### src/design/ctp_pkg.sv
`timescale 1ns / 1ps
// ----------------------------------------------------------------------------
// ctp_pkg: shared types and constants of the counter program tokenizer
// holds token kinds, character codes, widths and the queue entry format
// ----------------------------------------------------------------------------
package ctp_pkg;

  // accumulator and line counter widths
  localparam int NUMBER_BITS  = 64;
  localparam int LINE_BITS    = 32;
  localparam int ACC_EXT_BITS = NUMBER_BITS + 4;

  // port field widths
  localparam int CH_BITS       = 8;
  localparam int KIND_BITS     = 4;
  localparam int OUT_NUM_BITS  = 64;
  localparam int OUT_LINE_BITS = 32;
  localparam int OUT_DATA_BITS = 112;
  localparam int OUT_PAD_BITS  = OUT_DATA_BITS - CH_BITS - OUT_NUM_BITS - 1 - OUT_LINE_BITS;
  localparam int OUT_USER_BITS = KIND_BITS + 1;

  // decoupling queue
  localparam int QUEUE_DEPTH = 4;
  localparam int QPTR_BITS   = $clog2(QUEUE_DEPTH);
  localparam int QCNT_BITS   = $clog2(QUEUE_DEPTH + 1);

  typedef logic [NUMBER_BITS-1:0]  num_t;
  typedef logic [ACC_EXT_BITS-1:0] acc_ext_t;
  typedef logic [LINE_BITS-1:0]    line_t;
  typedef logic [KIND_BITS-1:0]    kind_t;
  typedef logic [CH_BITS-1:0]      char_t;

  localparam num_t  NUM_MAX  = {NUMBER_BITS{1'b1}};
  localparam line_t LINE_MAX = {LINE_BITS{1'b1}};
  localparam line_t LINE_ONE = line_t'(1);

  // token kinds
  localparam kind_t KIND_NUMBER = 4'd0;
  localparam kind_t KIND_LABEL  = 4'd1;
  localparam kind_t KIND_INSTR  = 4'd2;
  localparam kind_t KIND_DOT    = 4'd3;
  localparam kind_t KIND_COLON  = 4'd4;
  localparam kind_t KIND_OPEN   = 4'd5;
  localparam kind_t KIND_CLOSE  = 4'd6;
  localparam kind_t KIND_COMMA  = 4'd7;
  localparam kind_t KIND_ERROR  = 4'd8;
  localparam kind_t KIND_END    = 4'd9;

  // character codes
  localparam char_t CH_DOT     = 8'h2E;
  localparam char_t CH_COLON   = 8'h3A;
  localparam char_t CH_OPEN    = 8'h28;
  localparam char_t CH_CLOSE   = 8'h29;
  localparam char_t CH_COMMA   = 8'h2C;
  localparam char_t CH_UNDER   = 8'h5F;
  localparam char_t CH_NEWLINE = 8'h0A;
  localparam char_t CH_TAB     = 8'h09;
  localparam char_t CH_CR      = 8'h0D;
  localparam char_t CH_SPACE   = 8'h20;
  localparam char_t CH_ZERO    = 8'h30;
  localparam char_t CH_NINE    = 8'h39;
  localparam char_t CH_LOW_A   = 8'h61;
  localparam char_t CH_LOW_Z   = 8'h7A;
  localparam char_t CH_UP_A    = 8'h41;
  localparam char_t CH_UP_Z    = 8'h5A;

  // one result without number payload
  typedef struct packed {
    logic  event_res;
    kind_t kind;
    char_t chv;
  } tok_res_t;

  // everything one character produces, one or two results
  typedef struct packed {
    logic     two;
    line_t    line;
    tok_res_t first;
    num_t     value;
    logic     ovf;
    tok_res_t second;
  } q_entry_t;

  // queue status toward the front and back
  typedef struct packed {
    logic full;
    logic empty;
  } q_status_t;

endpackage

### src/design/ctp_front.sv
`timescale 1ns / 1ps
// ----------------------------------------------------------------------------
// ctp_front: character classifier and token state
// accepts characters, tracks the open token, and queues its results
// ----------------------------------------------------------------------------
module ctp_front (
  input  logic                 clk,
  input  logic                 rst_n,
  input  logic                 cfg_wr_en,
  input  logic [15:0]          cfg_wr_data,
  input  logic                 in_tvalid,
  output logic                 in_tready,
  input  ctp_pkg::char_t       in_ch,
  input  logic                 in_eoi,
  input  ctp_pkg::q_status_t   q_stat,
  output logic                 push,
  output ctp_pkg::q_entry_t    push_entry
);

  typedef enum logic [5:0] {
    MODE_IDLE   = 6'b000001,
    MODE_NUMBER = 6'b000010,
    MODE_LABEL  = 6'b000100,
    MODE_INSTR  = 6'b001000,
    MODE_HALTED = 6'b010000,
    MODE_ENDED  = 6'b100000
  } mode_t;

  mode_t                 mode_r, mode_nxt;
  ctp_pkg::num_t         acc_r, acc_nxt;
  logic                  ovf_r, ovf_nxt;
  ctp_pkg::line_t        line_r, line_nxt;

  logic                  accept, active, in_token;
  logic                  is_digit, is_lower, is_upper, is_space;
  logic [7:0]            ch_off;
  logic [3:0]            digit;
  ctp_pkg::acc_ext_t     acc_x10;
  logic                  acc_over;
  ctp_pkg::tok_res_t     close_res, start_res;
  logic                  start_has;
  logic [16:0]           cfg_line;

  assign in_tready = !q_stat.full;
  assign accept    = in_tvalid && in_tready;
  assign active    = (mode_r != MODE_HALTED) && (mode_r != MODE_ENDED);
  assign in_token  = (mode_r == MODE_NUMBER) || (mode_r == MODE_LABEL) ||
                     (mode_r == MODE_INSTR);

  assign is_digit = (in_ch >= ctp_pkg::CH_ZERO)  && (in_ch <= ctp_pkg::CH_NINE);
  assign is_lower = (in_ch >= ctp_pkg::CH_LOW_A) && (in_ch <= ctp_pkg::CH_LOW_Z);
  assign is_upper = (in_ch >= ctp_pkg::CH_UP_A)  && (in_ch <= ctp_pkg::CH_UP_Z);
  assign is_space = (in_ch == ctp_pkg::CH_SPACE) ||
                    ((in_ch >= ctp_pkg::CH_TAB) && (in_ch <= ctp_pkg::CH_CR));

  assign ch_off = in_ch - ctp_pkg::CH_ZERO;
  assign digit  = ch_off[3:0];

  // acc*10 + d, carried wide so an overflow shows in the top bits
  assign acc_x10  = (ctp_pkg::acc_ext_t'(acc_r) << 3) + (ctp_pkg::acc_ext_t'(acc_r) << 1) +
                    ctp_pkg::acc_ext_t'(digit);
  assign acc_over = |acc_x10[ctp_pkg::ACC_EXT_BITS-1:ctp_pkg::NUMBER_BITS];

  // config load of the line counter, saturated to the counter width
  assign cfg_line = ({1'b0, cfg_wr_data} > 17'(ctp_pkg::LINE_MAX)) ?
                    17'(ctp_pkg::LINE_MAX) : {1'b0, cfg_wr_data};

  // result for the token that is open now
  always_comb begin
    close_res.event_res = 1'b1;
    close_res.chv       = '0;
    case (mode_r)
      MODE_NUMBER: close_res.kind = ctp_pkg::KIND_NUMBER;
      MODE_LABEL:  close_res.kind = ctp_pkg::KIND_LABEL;
      default:     close_res.kind = ctp_pkg::KIND_INSTR;
    endcase
  end

  // result for a character seen between tokens
  always_comb begin
    start_has           = 1'b1;
    start_res.event_res = 1'b1;
    start_res.chv       = in_ch;
    start_res.kind      = ctp_pkg::KIND_ERROR;
    if (is_space || is_digit) begin
      start_has = 1'b0;
    end else if (is_lower) begin
      start_res.event_res = 1'b0;
      start_res.kind      = ctp_pkg::KIND_LABEL;
    end else if (is_upper) begin
      start_res.event_res = 1'b0;
      start_res.kind      = ctp_pkg::KIND_INSTR;
    end else begin
      case (in_ch)
        ctp_pkg::CH_DOT:   start_res.kind = ctp_pkg::KIND_DOT;
        ctp_pkg::CH_COLON: start_res.kind = ctp_pkg::KIND_COLON;
        ctp_pkg::CH_OPEN:  start_res.kind = ctp_pkg::KIND_OPEN;
        ctp_pkg::CH_CLOSE: start_res.kind = ctp_pkg::KIND_CLOSE;
        ctp_pkg::CH_COMMA: start_res.kind = ctp_pkg::KIND_COMMA;
        default:           start_res.kind = ctp_pkg::KIND_ERROR;
      endcase
    end
  end

  always_comb begin
    mode_nxt   = mode_r;
    acc_nxt    = acc_r;
    ovf_nxt    = ovf_r;
    line_nxt   = line_r;
    push       = 1'b0;
    push_entry = '0;
    push_entry.line = line_r;

    if (cfg_wr_en) begin
      line_nxt = ctp_pkg::line_t'(cfg_line);
    end else if (accept && active) begin
      if (in_eoi) begin
        push     = 1'b1;
        mode_nxt = MODE_ENDED;
        acc_nxt  = '0;
        ovf_nxt  = 1'b0;
        if (in_token) begin
          push_entry.two              = 1'b1;
          push_entry.first            = close_res;
          push_entry.value            = (mode_r == MODE_NUMBER) ? acc_r : '0;
          push_entry.ovf              = (mode_r == MODE_NUMBER) && ovf_r;
          push_entry.second.event_res = 1'b1;
          push_entry.second.kind      = ctp_pkg::KIND_END;
        end else begin
          push_entry.first.event_res = 1'b1;
          push_entry.first.kind      = ctp_pkg::KIND_END;
        end
      end else if ((mode_r == MODE_NUMBER) && is_digit) begin
        if (acc_over) begin
          acc_nxt = ctp_pkg::NUM_MAX;
          ovf_nxt = 1'b1;
        end else begin
          acc_nxt = acc_x10[ctp_pkg::NUMBER_BITS-1:0];
        end
      end else if ((mode_r == MODE_LABEL) && (is_lower || (in_ch == ctp_pkg::CH_UNDER))) begin
        push                       = 1'b1;
        push_entry.first.event_res = 1'b0;
        push_entry.first.kind      = ctp_pkg::KIND_LABEL;
        push_entry.first.chv       = in_ch;
      end else if ((mode_r == MODE_INSTR) && is_upper) begin
        push                       = 1'b1;
        push_entry.first.event_res = 1'b0;
        push_entry.first.kind      = ctp_pkg::KIND_INSTR;
        push_entry.first.chv       = in_ch;
      end else begin
        // close the open token, then treat the character as a fresh start
        mode_nxt = MODE_IDLE;
        acc_nxt  = '0;
        ovf_nxt  = 1'b0;
        if (is_space) begin
          if ((in_ch == ctp_pkg::CH_NEWLINE) && (line_r != ctp_pkg::LINE_MAX)) begin
            line_nxt = line_r + ctp_pkg::LINE_ONE;
          end
        end else if (is_digit) begin
          mode_nxt = MODE_NUMBER;
          acc_nxt  = ctp_pkg::num_t'(digit);
        end else if (is_lower) begin
          mode_nxt = MODE_LABEL;
        end else if (is_upper) begin
          mode_nxt = MODE_INSTR;
        end else if (start_res.kind == ctp_pkg::KIND_ERROR) begin
          mode_nxt = MODE_HALTED;
        end
        if (in_token) begin
          push             = 1'b1;
          push_entry.first = close_res;
          push_entry.value = (mode_r == MODE_NUMBER) ? acc_r : '0;
          push_entry.ovf   = (mode_r == MODE_NUMBER) && ovf_r;
          push_entry.two   = start_has;
          push_entry.second = start_has ? start_res : '0;
        end else begin
          push             = start_has;
          push_entry.first = start_res;
        end
      end
    end
  end

  always_ff @(posedge clk) begin
    if (!rst_n) begin
      mode_r <= MODE_IDLE;
      acc_r  <= '0;
      ovf_r  <= 1'b0;
      line_r <= ctp_pkg::LINE_ONE;
    end else begin
      mode_r <= mode_nxt;
      acc_r  <= acc_nxt;
      ovf_r  <= ovf_nxt;
      line_r <= line_nxt;
    end
  end

endmodule

### src/design/ctp_queue.sv
`timescale 1ns / 1ps
// ----------------------------------------------------------------------------
// ctp_queue: short queue between classifier and result sequencer
// holds the results of a few characters so each side stalls on its own
// ----------------------------------------------------------------------------
module ctp_queue (
  input  logic                 clk,
  input  logic                 rst_n,
  input  logic                 push,
  input  ctp_pkg::q_entry_t    push_entry,
  input  logic                 pop,
  output ctp_pkg::q_entry_t    head,
  output ctp_pkg::q_status_t   q_stat
);

  ctp_pkg::q_entry_t               mem_r [ctp_pkg::QUEUE_DEPTH];
  logic [ctp_pkg::QPTR_BITS-1:0]   wr_ptr_r, rd_ptr_r;
  logic [ctp_pkg::QCNT_BITS-1:0]   count_r, count_nxt;

  assign q_stat.full  = (count_r == ctp_pkg::QCNT_BITS'(ctp_pkg::QUEUE_DEPTH));
  assign q_stat.empty = (count_r == '0);
  assign head         = mem_r[rd_ptr_r];

  always_comb begin
    count_nxt = count_r;
    case ({push, pop})
      2'b10:   count_nxt = count_r + 1'b1;
      2'b01:   count_nxt = count_r - 1'b1;
      default: count_nxt = count_r;
    endcase
  end

  always_ff @(posedge clk) begin
    if (push) begin
      mem_r[wr_ptr_r] <= push_entry;
    end
  end

  always_ff @(posedge clk) begin
    if (!rst_n) begin
      wr_ptr_r <= '0;
      rd_ptr_r <= '0;
      count_r  <= '0;
    end else begin
      if (push) begin
        wr_ptr_r <= wr_ptr_r + 1'b1;
      end
      if (pop) begin
        rd_ptr_r <= rd_ptr_r + 1'b1;
      end
      count_r <= count_nxt;
    end
  end

endmodule

### src/design/ctp_back.sv
`timescale 1ns / 1ps
// ----------------------------------------------------------------------------
// ctp_back: result sequencer
// splits each queued entry into one or two result beats in an output register
// ----------------------------------------------------------------------------
module ctp_back (
  input  logic                                   clk,
  input  logic                                   rst_n,
  input  ctp_pkg::q_entry_t                      head,
  input  ctp_pkg::q_status_t                     q_stat,
  output logic                                   pop,
  output logic                                   out_tvalid,
  input  logic                                   out_tready,
  output logic [ctp_pkg::OUT_DATA_BITS-1:0]      out_tdata,
  output logic [ctp_pkg::OUT_USER_BITS-1:0]      out_tuser,
  output logic                                   out_tlast
);

  logic                                   valid_r;
  logic                                   sel_r;
  logic [ctp_pkg::OUT_DATA_BITS-1:0]      data_r, data_nxt;
  logic [ctp_pkg::OUT_USER_BITS-1:0]      user_r, user_nxt;
  logic                                   last_r, last_nxt;
  logic                                   load, take;
  ctp_pkg::tok_res_t                      res;
  ctp_pkg::num_t                          value;
  logic                                   ovf;

  assign load = !valid_r || out_tready;
  assign take = load && !q_stat.empty;
  assign pop  = take && last_nxt;

  always_comb begin
    if (sel_r) begin
      res   = head.second;
      value = '0;
      ovf   = 1'b0;
    end else begin
      res   = head.first;
      value = head.value;
      ovf   = head.ovf;
    end
    last_nxt = sel_r || !head.two;
    user_nxt = {res.kind, res.event_res};
    data_nxt = {{ctp_pkg::OUT_PAD_BITS{1'b0}},
                ctp_pkg::OUT_LINE_BITS'(head.line),
                ovf,
                ctp_pkg::OUT_NUM_BITS'(value),
                res.chv};
  end

  always_ff @(posedge clk) begin
    if (take) begin
      data_r <= data_nxt;
      user_r <= user_nxt;
      last_r <= last_nxt;
    end
  end

  always_ff @(posedge clk) begin
    if (!rst_n) begin
      valid_r <= 1'b0;
      sel_r   <= 1'b0;
    end else begin
      if (load) begin
        valid_r <= !q_stat.empty;
      end
      if (take) begin
        sel_r <= !last_nxt;
      end
    end
  end

  assign out_tvalid = valid_r;
  assign out_tdata  = data_r;
  assign out_tuser  = user_r;
  assign out_tlast  = last_r;

endmodule

### src/design/counter_program_tokenizer.sv
`timescale 1ns / 1ps
// ----------------------------------------------------------------------------
// counter_program_tokenizer: lexical tokenizer for counter machine programs
// splits a character stream into numbers, labels, instruction names and
// punctuation, and reports each token with its line number
// ----------------------------------------------------------------------------
// One character request is taken per clock while the queue has room; a
// character that closes a token and also starts a punctuation or name token
// gives two result requests, which leave one after the other, so the output
// port sets the pace when results come in pairs. A classifier keeps
// the token state (open token kind, 64-bit number accumulator built by a
// shift-add each digit, line counter) and hands the results of each character
// to a four-deep queue; a sequencer drains it one result per cycle while the
// receiver is ready, through an output register, so the input keeps flowing
// while a result waits. A first_line write loads the line counter. After an
// error result or the end result the block swallows all further characters
// without result until reset. The user must write the first_line register
// only while the block is idle; the block itself does not enforce this.

module counter_program_tokenizer (
  input  logic          clk,
  input  logic          rst_n,
  // configuration: first line number
  input  logic          cfg_wr_en,
  input  logic [15:0]   cfg_wr_data,
  // character requests
  input  logic          in_tvalid,
  output logic          in_tready,
  input  logic [7:0]    in_tdata,    // [7:0] ch
  input  logic          in_tuser,    // [0] end_of_input
  // result requests
  output logic          out_tvalid,
  input  logic          out_tready,
  output logic [111:0]  out_tdata,   // [7:0] char_value, [71:8] number_value,
                                     // [72] overflow, [104:73] line, rest zero
  output logic [4:0]    out_tuser,   // [0] event_res, [4:1] token_kind
  output logic          out_tlast    // last result of its character
);

  // queue handshake between classifier and sequencer
  logic                 push, pop;
  ctp_pkg::q_entry_t    push_entry, head;
  ctp_pkg::q_status_t   q_stat;

  // classifier: owns all token state, one character per cycle while the queue has room
  ctp_front u_front (
    .clk        (clk),
    .rst_n      (rst_n),
    .cfg_wr_en  (cfg_wr_en),
    .cfg_wr_data(cfg_wr_data),
    .in_tvalid  (in_tvalid),
    .in_tready  (in_tready),
    .in_ch      (in_tdata),
    .in_eoi     (in_tuser),
    .q_stat     (q_stat),
    .push       (push),
    .push_entry (push_entry)
  );

  // decoupling queue, one entry per character that yields any result
  ctp_queue u_queue (
    .clk       (clk),
    .rst_n     (rst_n),
    .push      (push),
    .push_entry(push_entry),
    .pop       (pop),
    .head      (head),
    .q_stat    (q_stat)
  );

  // sequencer: one or two result beats per entry
  ctp_back u_back (
    .clk       (clk),
    .rst_n     (rst_n),
    .head      (head),
    .q_stat    (q_stat),
    .pop       (pop),
    .out_tvalid(out_tvalid),
    .out_tready(out_tready),
    .out_tdata (out_tdata),
    .out_tuser (out_tuser),
    .out_tlast (out_tlast)
  );

endmodule

### config.mk
export PLATFORM = sky130hd
export DESIGN_NAME = counter_program_tokenizer
export DESIGN_NICKNAME = d
export VERILOG_FILES = /design/src/design/ctp_pkg.sv /design/src/design/ctp_front.sv /design/src/design/ctp_queue.sv /design/src/design/ctp_back.sv /design/src/design/counter_program_tokenizer.sv
export SDC_FILE = /design/constraint.sdc
export NUM_CORES = 1
export LEC_CHECK = 0
export ABC_AREA = 1
export BUFFER_PORTS_ARGS = -buffer_cell sky130_fd_sc_hd__buf_2
export CAP_MARGIN = 15
export CORE_ASPECT_RATIO = 0.75
export CORE_UTILIZATION = 25
export DETAILED_ROUTE_END_ITERATION = 10
export PLACE_DENSITY_LB_ADDON = 0.3
export SYNTH_ARGS = -nofsm -noshare
export SYNTH_HDL_FRONTEND = slang
export SYNTH_SLANG_ARGS = --single-unit
### constraint.sdc
create_clock -name clk -period 9.55 [get_ports clk]
set_input_delay 0 -clock clk [delete_from_list [all_inputs] [get_ports clk]]
set_output_delay 0 -clock clk [all_outputs]
set_load 0.005 [all_outputs]
==> impl.org, run 1 <==
** Die
- The die is between 300 and 400 um tall.
- The die covers 146800 um2.
- Std cell rows :: 120
- Pin placement for this block handled 150 I/O pins.
- Core area :: 143400 um2
- For this configuration, the core starts out at a cell density of 25.33%.
- In this run the horizontal extent of the chip is 442.1 um.

** Worst setup path
- Chain of cells forming the critical path :: fa_1, inv_1, fa_1, inv_1, nand2_1, nand2_1, nand3_1, nand2_1, nand2_1, nand2_2, nand2_2, nand2_4, nand2_4, nand3_2, nand2_2, nor2_4, buf_4, nand3_2, nand2_2, a21oi_2
- Crit Path Class :: reg -> reg
- On the critical path, the stage with the largest delay is an instance of buf_4.
- In this run the worst setup path begins at u_front.acc_r[0].
- The worst register-to-register path has a depth of 20.
- The worst register-to-register path begins at u_front.acc_r[0].
- The setup check on the worst reg-to-reg path leaves a slack of 5.16 ns.
- Endpoint of the most critical register-to-register path :: u_front.acc_r[54]
- In this run the worst path has a maximum fanout of 44.
- Capturing instance or port of the critical path :: u_front.acc_r[54]
- Total stage count of the critical path :: 20
- The critical path contains buffers and inverters numbering 3 combined.
- The largest single stage delay on the critical path is slightly above 0.7 ns.
- STA puts the critical path data required time at 10.07 ns.
- STA classifies the critical path startpoint as a register.
- Signal arrival time at the worst endpoint :: 4.91 ns
- The worst setup path is captured at a register.
- The cell family contributing the most delay on the critical path is simple AND/OR/NAND/NOR gates.

** Global routing
- Global-route wire length before repair :: 157800 um
- The via count of the first global-routing pass is 25058.
- Antenna violations before repair :: 5
- Overall overflow remaining after global route :: 0
- Entering global routing, the biggest net connects 105 pins.
- Global routing used approximately 14% of the available tracks across all layers.

** Yosys
- Share of Yosys cell area claimed by the top area cell type :: 50.18%
- Of the synthesized area, sequential elements account for 56.47%.
- By area the synthesized netlist is led by edfxtp_1 (50%), nand2_1 (7.2%), dfxtp_1 (6.3%).
- Yosys mapped a number of flops with a built-in enable equal to 607.
- Async set-reset flop share out of synthesis :: 0%
- Mapped Cells :: 3736
- Commonest register cell after synthesis :: edfxtp_1
- Post-Syn Area per Cell :: 9.722 um2
- After synthesis, the netlist uses 57 different library cells.
- Yosys printed 0 warnings.
- Synthesis inferred 721 register bits.
- After synthesis the cells add up to 36320 um2.
- Summed over all instances, the cell type with the most area after synthesis is edfxtp_1.

** Power
- Peak ir drop on the vdd network :: 0.2049 mV
- Power share of the clock group :: 33.9%
- Reg power frac :: a little under half
- Per report_power, the combinational group accounts for a little under a fifth of the total.
- In this run the static leakage power is 16.54 nW.
- Internal power :: between 0.006 and 0.007 W
- Psw :: 0.002589 W
- Switching power share of the total :: 29.98%
- Power density normalized to cell area :: 207.0 nW/um2

** Placed design
- Once placement finished, the instance area stood at 38840 um2.
- Counting tap cells, the placed design contains a total of 5648 instances.
- OpenSTA, run right after detailed placement, puts the worst setup slack at 5.211 ns.
- Input and output buffers added on the ports amount to 142.
- The wire-length estimate of the detail-placed layout is a little under 70000 um.
- At the end of routability-driven placement, the weighted congestion stood at 0.9487.

** CTS
- Post-CTS Hold Fix Bufs :: 44
- Clock Latency Late Sink :: 0.68 ns
- After clock tree synthesis, the clock-pin slew on the worst setup and hold paths is 0.06 ns.
- The clock passes through at most 3 buffers.
- Once the clock tree was built, the setup fixing pass inserted 0 buffers.
- TritonCTS created 77 clock buffers.
- CTS sink count :: 721
- Post_cts resized :: 0
- Cell at the root of the clock tree :: clkbuf_16
- Count of H-tree levels built during CTS :: 3
- TritonCTS clock tree :: done

** Detailed routing
- Via-per-instance ratio :: roughly 4.5
- After detailed routing, the number of remaining DRC violations is 0.
- Number of iterations in the first detailed-routing pass :: 5
- The routed design has 102600 um of wire.
- After the first detailed-routing iteration, the DRC count stood at 2222.
- For this block, the via count after detailed routing is 26115.
- In this run the remaining antenna-violating nets after routing total 0.
- Avg WL per Cell :: 17.60 um

** STA
- Final critical delay including setup and external delays :: between 4 and 5 ns
- Setup violators final :: 0
- Highest attainable clock frequency :: 0.2279 GHz
- For the pin with the worst max-slew slack, the measured transition is roughly 1.1 ns.
- Setup repair after global routing left no endpoint under its margin.
- Count of final hold-check violations :: 0
- Slew Limit Headroom :: 24.61%
- Adding up every negative setup slack in the final design gives 0 ns.
- Clock tree skew after final layout :: 0.02534 ns
- Max Transition Viols Final :: 0
- Final Cycle Share :: between 40% and 50%
- Final worst-path setup slack :: about 5.2 ns

** Finish
- Area overhead of the layout relative to synthesis :: 14.84%
- Cells fill 29.09% of the core in the end.
- Final net count :: 4047
- Share of final-layout standard cells stronger than drive strength 1 :: 15.66%
- Leading cell types in the layout, fill and taps excluded :: nand2_1 (693), edfxtp_1 (607), nor2_1 (568)
- For this run, the number of standard cells in the final layout without fillers is 5832.
- Fillers :: 14941
- Design area :: between 40000 and 50000 um2
- Leaving out fill and tap cells, the most frequent cell in the layout is nand2_1.

** Run status
- The run finished with clean final reports.

** Run
- Maxcap violations :: 0

** Hold path
- The min-delay analysis places its worst path in the category in -> reg.
## power groups by stage
stage	clock network (W)	logic [W]	registers (W)
2_1_floorplan	0	0.000857	0.00423
5_1_grt	0.00311	0.00177	0.00419
4_1_cts	0.00301	0.00163	0.00416
6_report	0.00293	0.00157	0.00414
3_5_place_dp	0	0.00160	0.00422
3_3_place_gp	0	0.00161	0.00421
## cells in the mapped netlist (all sizes together) (9+ instances only)
library cell	n
ha	133
o21ai	297
xor2	11
xnor2	41
nor2	598
buf	55
o22ai	46
inv	363
nor3b	68
edfxtp	607
dfxtp	114
o21bai	12
clkbuf	98
a21oi	240
nand4	18
nand2	773
nor4	9
nor3	46
nand3	139
a31oi	23
## sequential cells by signal, summed over array words and instances (netlist names), named ones only
signal and cells:
u_back.out_tdata 105, u_queue.rd_ptr_r 2, u_back.out_tlast 1, u_back.sel_r 1, u_front.mode_r 6, u_queue.mem_r 496
u_front.line_r 32, u_queue.count_r 3, u_front.ovf_r 1, u_back.out_tvalid 1, u_back.out_tuser 5, u_queue.wr_ptr_r 2
u_front.acc_r 64
## per-stage QoR
stage	power, W	hold slack [ns]
2_1_floorplan	0.005088	0.1679
3_3_place_gp	0.005820	0.2802
3_5_place_dp	0.005821	0.2816
4_1_cts	0.008797	0.002779
5_1_grt	0.009072	0.03622
6_report	0.008635	0.03934
## cell type report
cell class / count / area (um2) / area share [%]
diodes: 1 / 2.502 / 0.005999
clock buffers: 105 / 2126 / 5.096
clock inverters: 33 / 275.3 / 0.6599
inverters: 369 / 1398 / 3.351
multi-input cells: 2499 / 13640 / 32.70
flip-flops and latches: 721 / 20520 / 49.19
well taps: 1891 / 2366 / 5.672
repair buffers: 213 / 1386 / 3.324
## worst min path at each step
stage	from	slack, ns	end	cells after the start
floorplan	cfg_wr_data[6]	0.17	u_front.line_r[6]	2
global placement	cfg_wr_data[4]	0.28	u_front.line_r[4]	3
detailed placement	cfg_wr_data[4]	0.28	u_front.line_r[4]	3
CTS	cfg_wr_en	0.003	u_front.line_r[5]	5
global route	cfg_wr_en	0.04	u_front.line_r[10]	5
finish	cfg_wr_en	0.04	u_front.line_r[10]	5
## worst min-delay path, cell delays in order
cell and delay (ns):
buf_2 0.29, nand2_1 0.18, nand2_1 0.06, nand2_1 0.05, a21oi_1 0.05
## logic make-up (layout without fill, tap and decap cells)
| logic type | after synthesis | in the layout | synth area share, % |
|---|---|---|---|
| flops | 721 | 721 | 56.47 |
| xor+xnor | 52 | 52 | 1.254 |
| other cells | 1 | 8 | 0.01032 |
| compound gates | 632 | 632 | 9.821 |
| buf+inv | 522 | 720 | 6.200 |
| simple gates | 1672 | 1672 | 21.50 |
| fa+ha+maj | 136 | 136 | 4.747 |
## per-layer routing
| layer | global-route usage, % | up-vias | share of wire, % |
|---|---|---|---|
| li1 | - | 12898 | - |
| met1 | 20.25 | 12527 | 50 |
| met2 | 20.99 | 568 | 43 |
| met3 | 2.209 | 122 | 4.5 |
| met4 | 3.099 | 0 | 1.8 |
| met5 | 0 | - | 0 |
Power figures use the tool's default switching activity.
==> run 2, diff against run 1 <==
==> constraint.sdc (replaced) <==
create_clock -name clk -period 4.2 [get_ports clk]
set_input_delay 0 -clock clk [delete_from_list [all_inputs] [get_ports clk]]
set_output_delay 0 -clock clk [all_outputs]
set_load 0.005 [all_outputs]
==> run 2 against run 1 <==
Routed wire length down 0.64%. Clock-buffer cell count down 8. Combinational power up 140%. Global-route usage down 0.087 points. Via count up 0.47%. Clock power up 130%. Largest cell class unchanged. First-iteration DRC count down 6.8%.
==> impl.org, run 2 (synthesized netlist as in run 1, its figures left out) <==
** Run status
- Run status :: finished, final reports clean

** Die
- The die boundary height came to 332.1 um (unchanged).
- Std cell rows :: 120 (unchanged)
- Initial core utilization :: 25.33% (unchanged)
- Area of the die :: 146800 um2 (unchanged)
- The core box area is 143400 um2 (unchanged).
- The I/O pin count is 150 (unchanged).
- The width of the die was 442.1 um (unchanged).

** Worst setup path
- The minimum setup slack among reg-to-reg paths was 0.71 ns (-4.45 ns).
- By startpoint and endpoint, the worst setup path is classified as reg -> reg.
- The worst setup path is captured at a register.
- STA classifies the critical path startpoint as a register.
- The worst stage delay on the critical path is 0.41 ns (-0.30 ns).
- The kind of cell with the highest combined delay along the critical path is simple AND/OR/NAND/NOR gates.
- The largest individual stage delay along the critical path comes from the cell buf_4.
- Crit-path most repeated cell :: nand2_1
- Required time reported for the critical path endpoint :: 4.69 ns (-5.38 ns)
- Signal arrival time at the worst endpoint :: 3.98 ns (-0.93 ns)
- The number of buffer and inverter instances along the worst setup path was 3 (unchanged).
- The maximum fanout encountered on the critical timing path is 27 (-39%).
- Walking the worst path, the cells encountered are ha_1, ha_1, inv_1, fa_1, inv_1, nand3_1, nand2_1, nand2_1, nand2_1, nand2_1, nand2_2, nand2_1, nand2_2, nand2_1, nand3_1, nand2_2, nor2_4, buf_4, nand3_2, nand2_2, a21oi_2.

** Placed design
- Detail Placement HPWL :: 70070 um (+2.8%)
- Placer congestion estimate :: 0.9527 (+0.42%)
- The number of placed instances, taps included was 5674 (+0.46%).
- The setup slack after placement is 0.7742 ns (-4.437 ns).
- The placed standard-cell area came to 39270 um2 (+1.1%).
- The count of port buffers added during placement came to 142 (unchanged).

** Detailed routing
- The via density per instance is 4.480 (about the same).
- The sum of routed wire length over all layers was 102000 um (-0.64%).
- Iteration-0 DRC count of the detailed router :: 2071 (-6.8%)
- The residual antenna-violating net count after detailed routing is 0 (unchanged).
- The routed wire length per instance was 17.41 um (-1.1%).
- The count of unresolved DRC violations after routing came to 0 (unchanged).
- The via count of the routed design was 26237 (+0.47%).
- The number of optimization iterations in the first detailed-route pass came to 5 (unchanged).

** Finish
- Fillers :: 14851 (-0.60%)
- More flip-flops sit in one register than any other, and that register is u_queue.mem_r.
- The area growth from synthesis to layout is 16.23%.
- Final Non-Filler Cells :: 5857 (+0.43%)
- The top cell types in the final layout, fill and taps aside, are nand2_1 (693), edfxtp_1 (607), nor2_1 (568).
- The total non-filler cell area in the finished layout was 42220 um2 (+1.2%).
- The flip-flop count of the largest register after layout was 496 (unchanged).
- Share of final-layout standard cells stronger than drive strength 1 :: 16.42% (+0.76 points)
- The final net count is 4070 (+0.57%).
- Leaving out fill and tap cells, the most frequent cell in the layout is nand2_1.

** Power
- Power density normalized to cell area :: 471.0 nW/um2 (+130%)
- P_leak :: 16.78 nW (+1.4%)
- Peak ir drop on the vdd network :: 0.3881 mV (+89%)

** CTS
- TritonCTS clock tree :: done
- The post-cts sizing count was 0 (unchanged).
- The number of levels in the clock H-tree was 3 (unchanged).
- The clock-pin slew on the worst setup and hold paths is 0.06 ns (about the same).
- CTS sink count :: 721 (unchanged)
- The tree is rooted in a clkbuf_16.
- Buffer levels on the longest clock path :: 3 (unchanged)
- Setup fix buffers added after clock tree synthesis :: 0 (unchanged)
- Number of buffers created by CTS :: 75 (-2.6%)
- Post-CTS Hold Fix Bufs :: 44 (unchanged)
- The insertion delay to the later sink of the worst-skew pair was 0.66 ns (-0.02 ns).

** STA
- The worst relative slew slack was 33.71% (+9.1 points).
- The total count of hold-check failures in the final report was 0 (unchanged).
- Setup violators final :: 0 (unchanged)
- The shortest clock period the worst path allows after layout came to 3.489 ns (-0.8983 ns).
- Setup repair after global routing left no endpoint under its margin.
- Final worst-path setup slack :: 0.7111 ns (-4.452 ns)
- The slew of the pin with the lowest slew margin is 0.9944 ns (-0.1364 ns).
- Max Transition Viols Final :: 0 (unchanged)
- The worst hold slack came to 0.05245 ns (+0.01311 ns).
- Final Cycle Share :: 83.07% (+37 points)
- The maximum achievable frequency was 0.2866 GHz (+26%).
- The post-route clock skew is 0.02430 ns (-0.001045 ns).

** Global routing
- The global-route congestion overflow total was 0 (unchanged).
- The largest net degree at the start of global routing came to 145 (+38%).
- Antenna violations before repair :: 7 (+2)
- GRT Resource Usage Total :: 13.68% (-0.087 points)
- The via count of the first global-routing pass was 25002 (-0.22%).
- Global-route wire length before repair :: 156600 um (-0.76%)

** Run
- The count of max-cap constraint violations was 0 (unchanged).

** Hold path
- The tightest min-delay check is of the in -> reg type.
[run 2: cell types whose count changed in the layout (fill, tap and decap cells not counted), moves of 2 or more]
cell / before / now
buf_12: 1 / 20
clkbuf_1: 22 / 14
buf_4: 25 / 32
bufinv_16: 2 / 7
clkinv_2: 11 / 15
clkbuf_16: 80 / 77
clkbuf_8: 3 / 6
clkinv_1: 11 / 9
inv_6: 5 / 7
[run 2: report_power, final]
| group | total (W) | internal (W) | switching (W) |
|---|---|---|---|
| logic | 0.00374 | 0.00112 | 0.00261 |
| registers | 0.00929 | 0.00896 | 0.000336 |
| clock network | 0.00685 | 0.00394 | 0.00292 |
| total | 0.0199 | 0.0140 | 0.00587 |
[run 2: final timing paths]
check                       from                 to  cells after the start
max             u_front.acc_r[1]  u_front.acc_r[48]                     21
min                    cfg_wr_en  u_front.line_r[5]                      5
max reg2reg     u_front.acc_r[1]  u_front.acc_r[48]                     21
min reg2reg  u_queue.rd_ptr_r[1]           register                      2
[run 2: tightest hold or removal path, cell delays in order]
cell and delay [ns]:
buf_2 0.29, nand2_1 0.15, o21ai_0 0.08, nand2_1 0.06
a21oi_1 0.05
[run 2: area by class of cell]
class                           instances  area (um2)  area share, %
Antenna cell                            2       5.005        0.01186
Sequential cell                       721       20520          48.60
Tap cell                             1891        2366          5.604
Inverter                              369        1398          3.311
Clock inverter                         40       435.4          1.031
Clock buffer                           97        2062          4.884
Timing Repair Buffer                  238        1792          4.244
Multi-Input combinational cell       2499       13640          32.31
[run 2: metal layers]
layer	global-route usage [%]	wire length (um)	up-vias
li1	-	-	12963
met1	20.59	52540	12595
met2	20.18	42660	572
met3	2.414	5005	105
met4	2.951	1767	2
met5	0	13	-
[run 2: through the flow]
step           setup TNS [ns]  utilization (%)  total power, W
6_report                    0            29.44         0.01988
5_1_grt                     0            29.44         0.02089
4_1_cts                     0            29.44         0.02022
3_5_place_dp                0            27.39         0.01327
3_3_place_gp                0            27.39         0.01327
2_1_floorplan         -496.55                -         0.01142
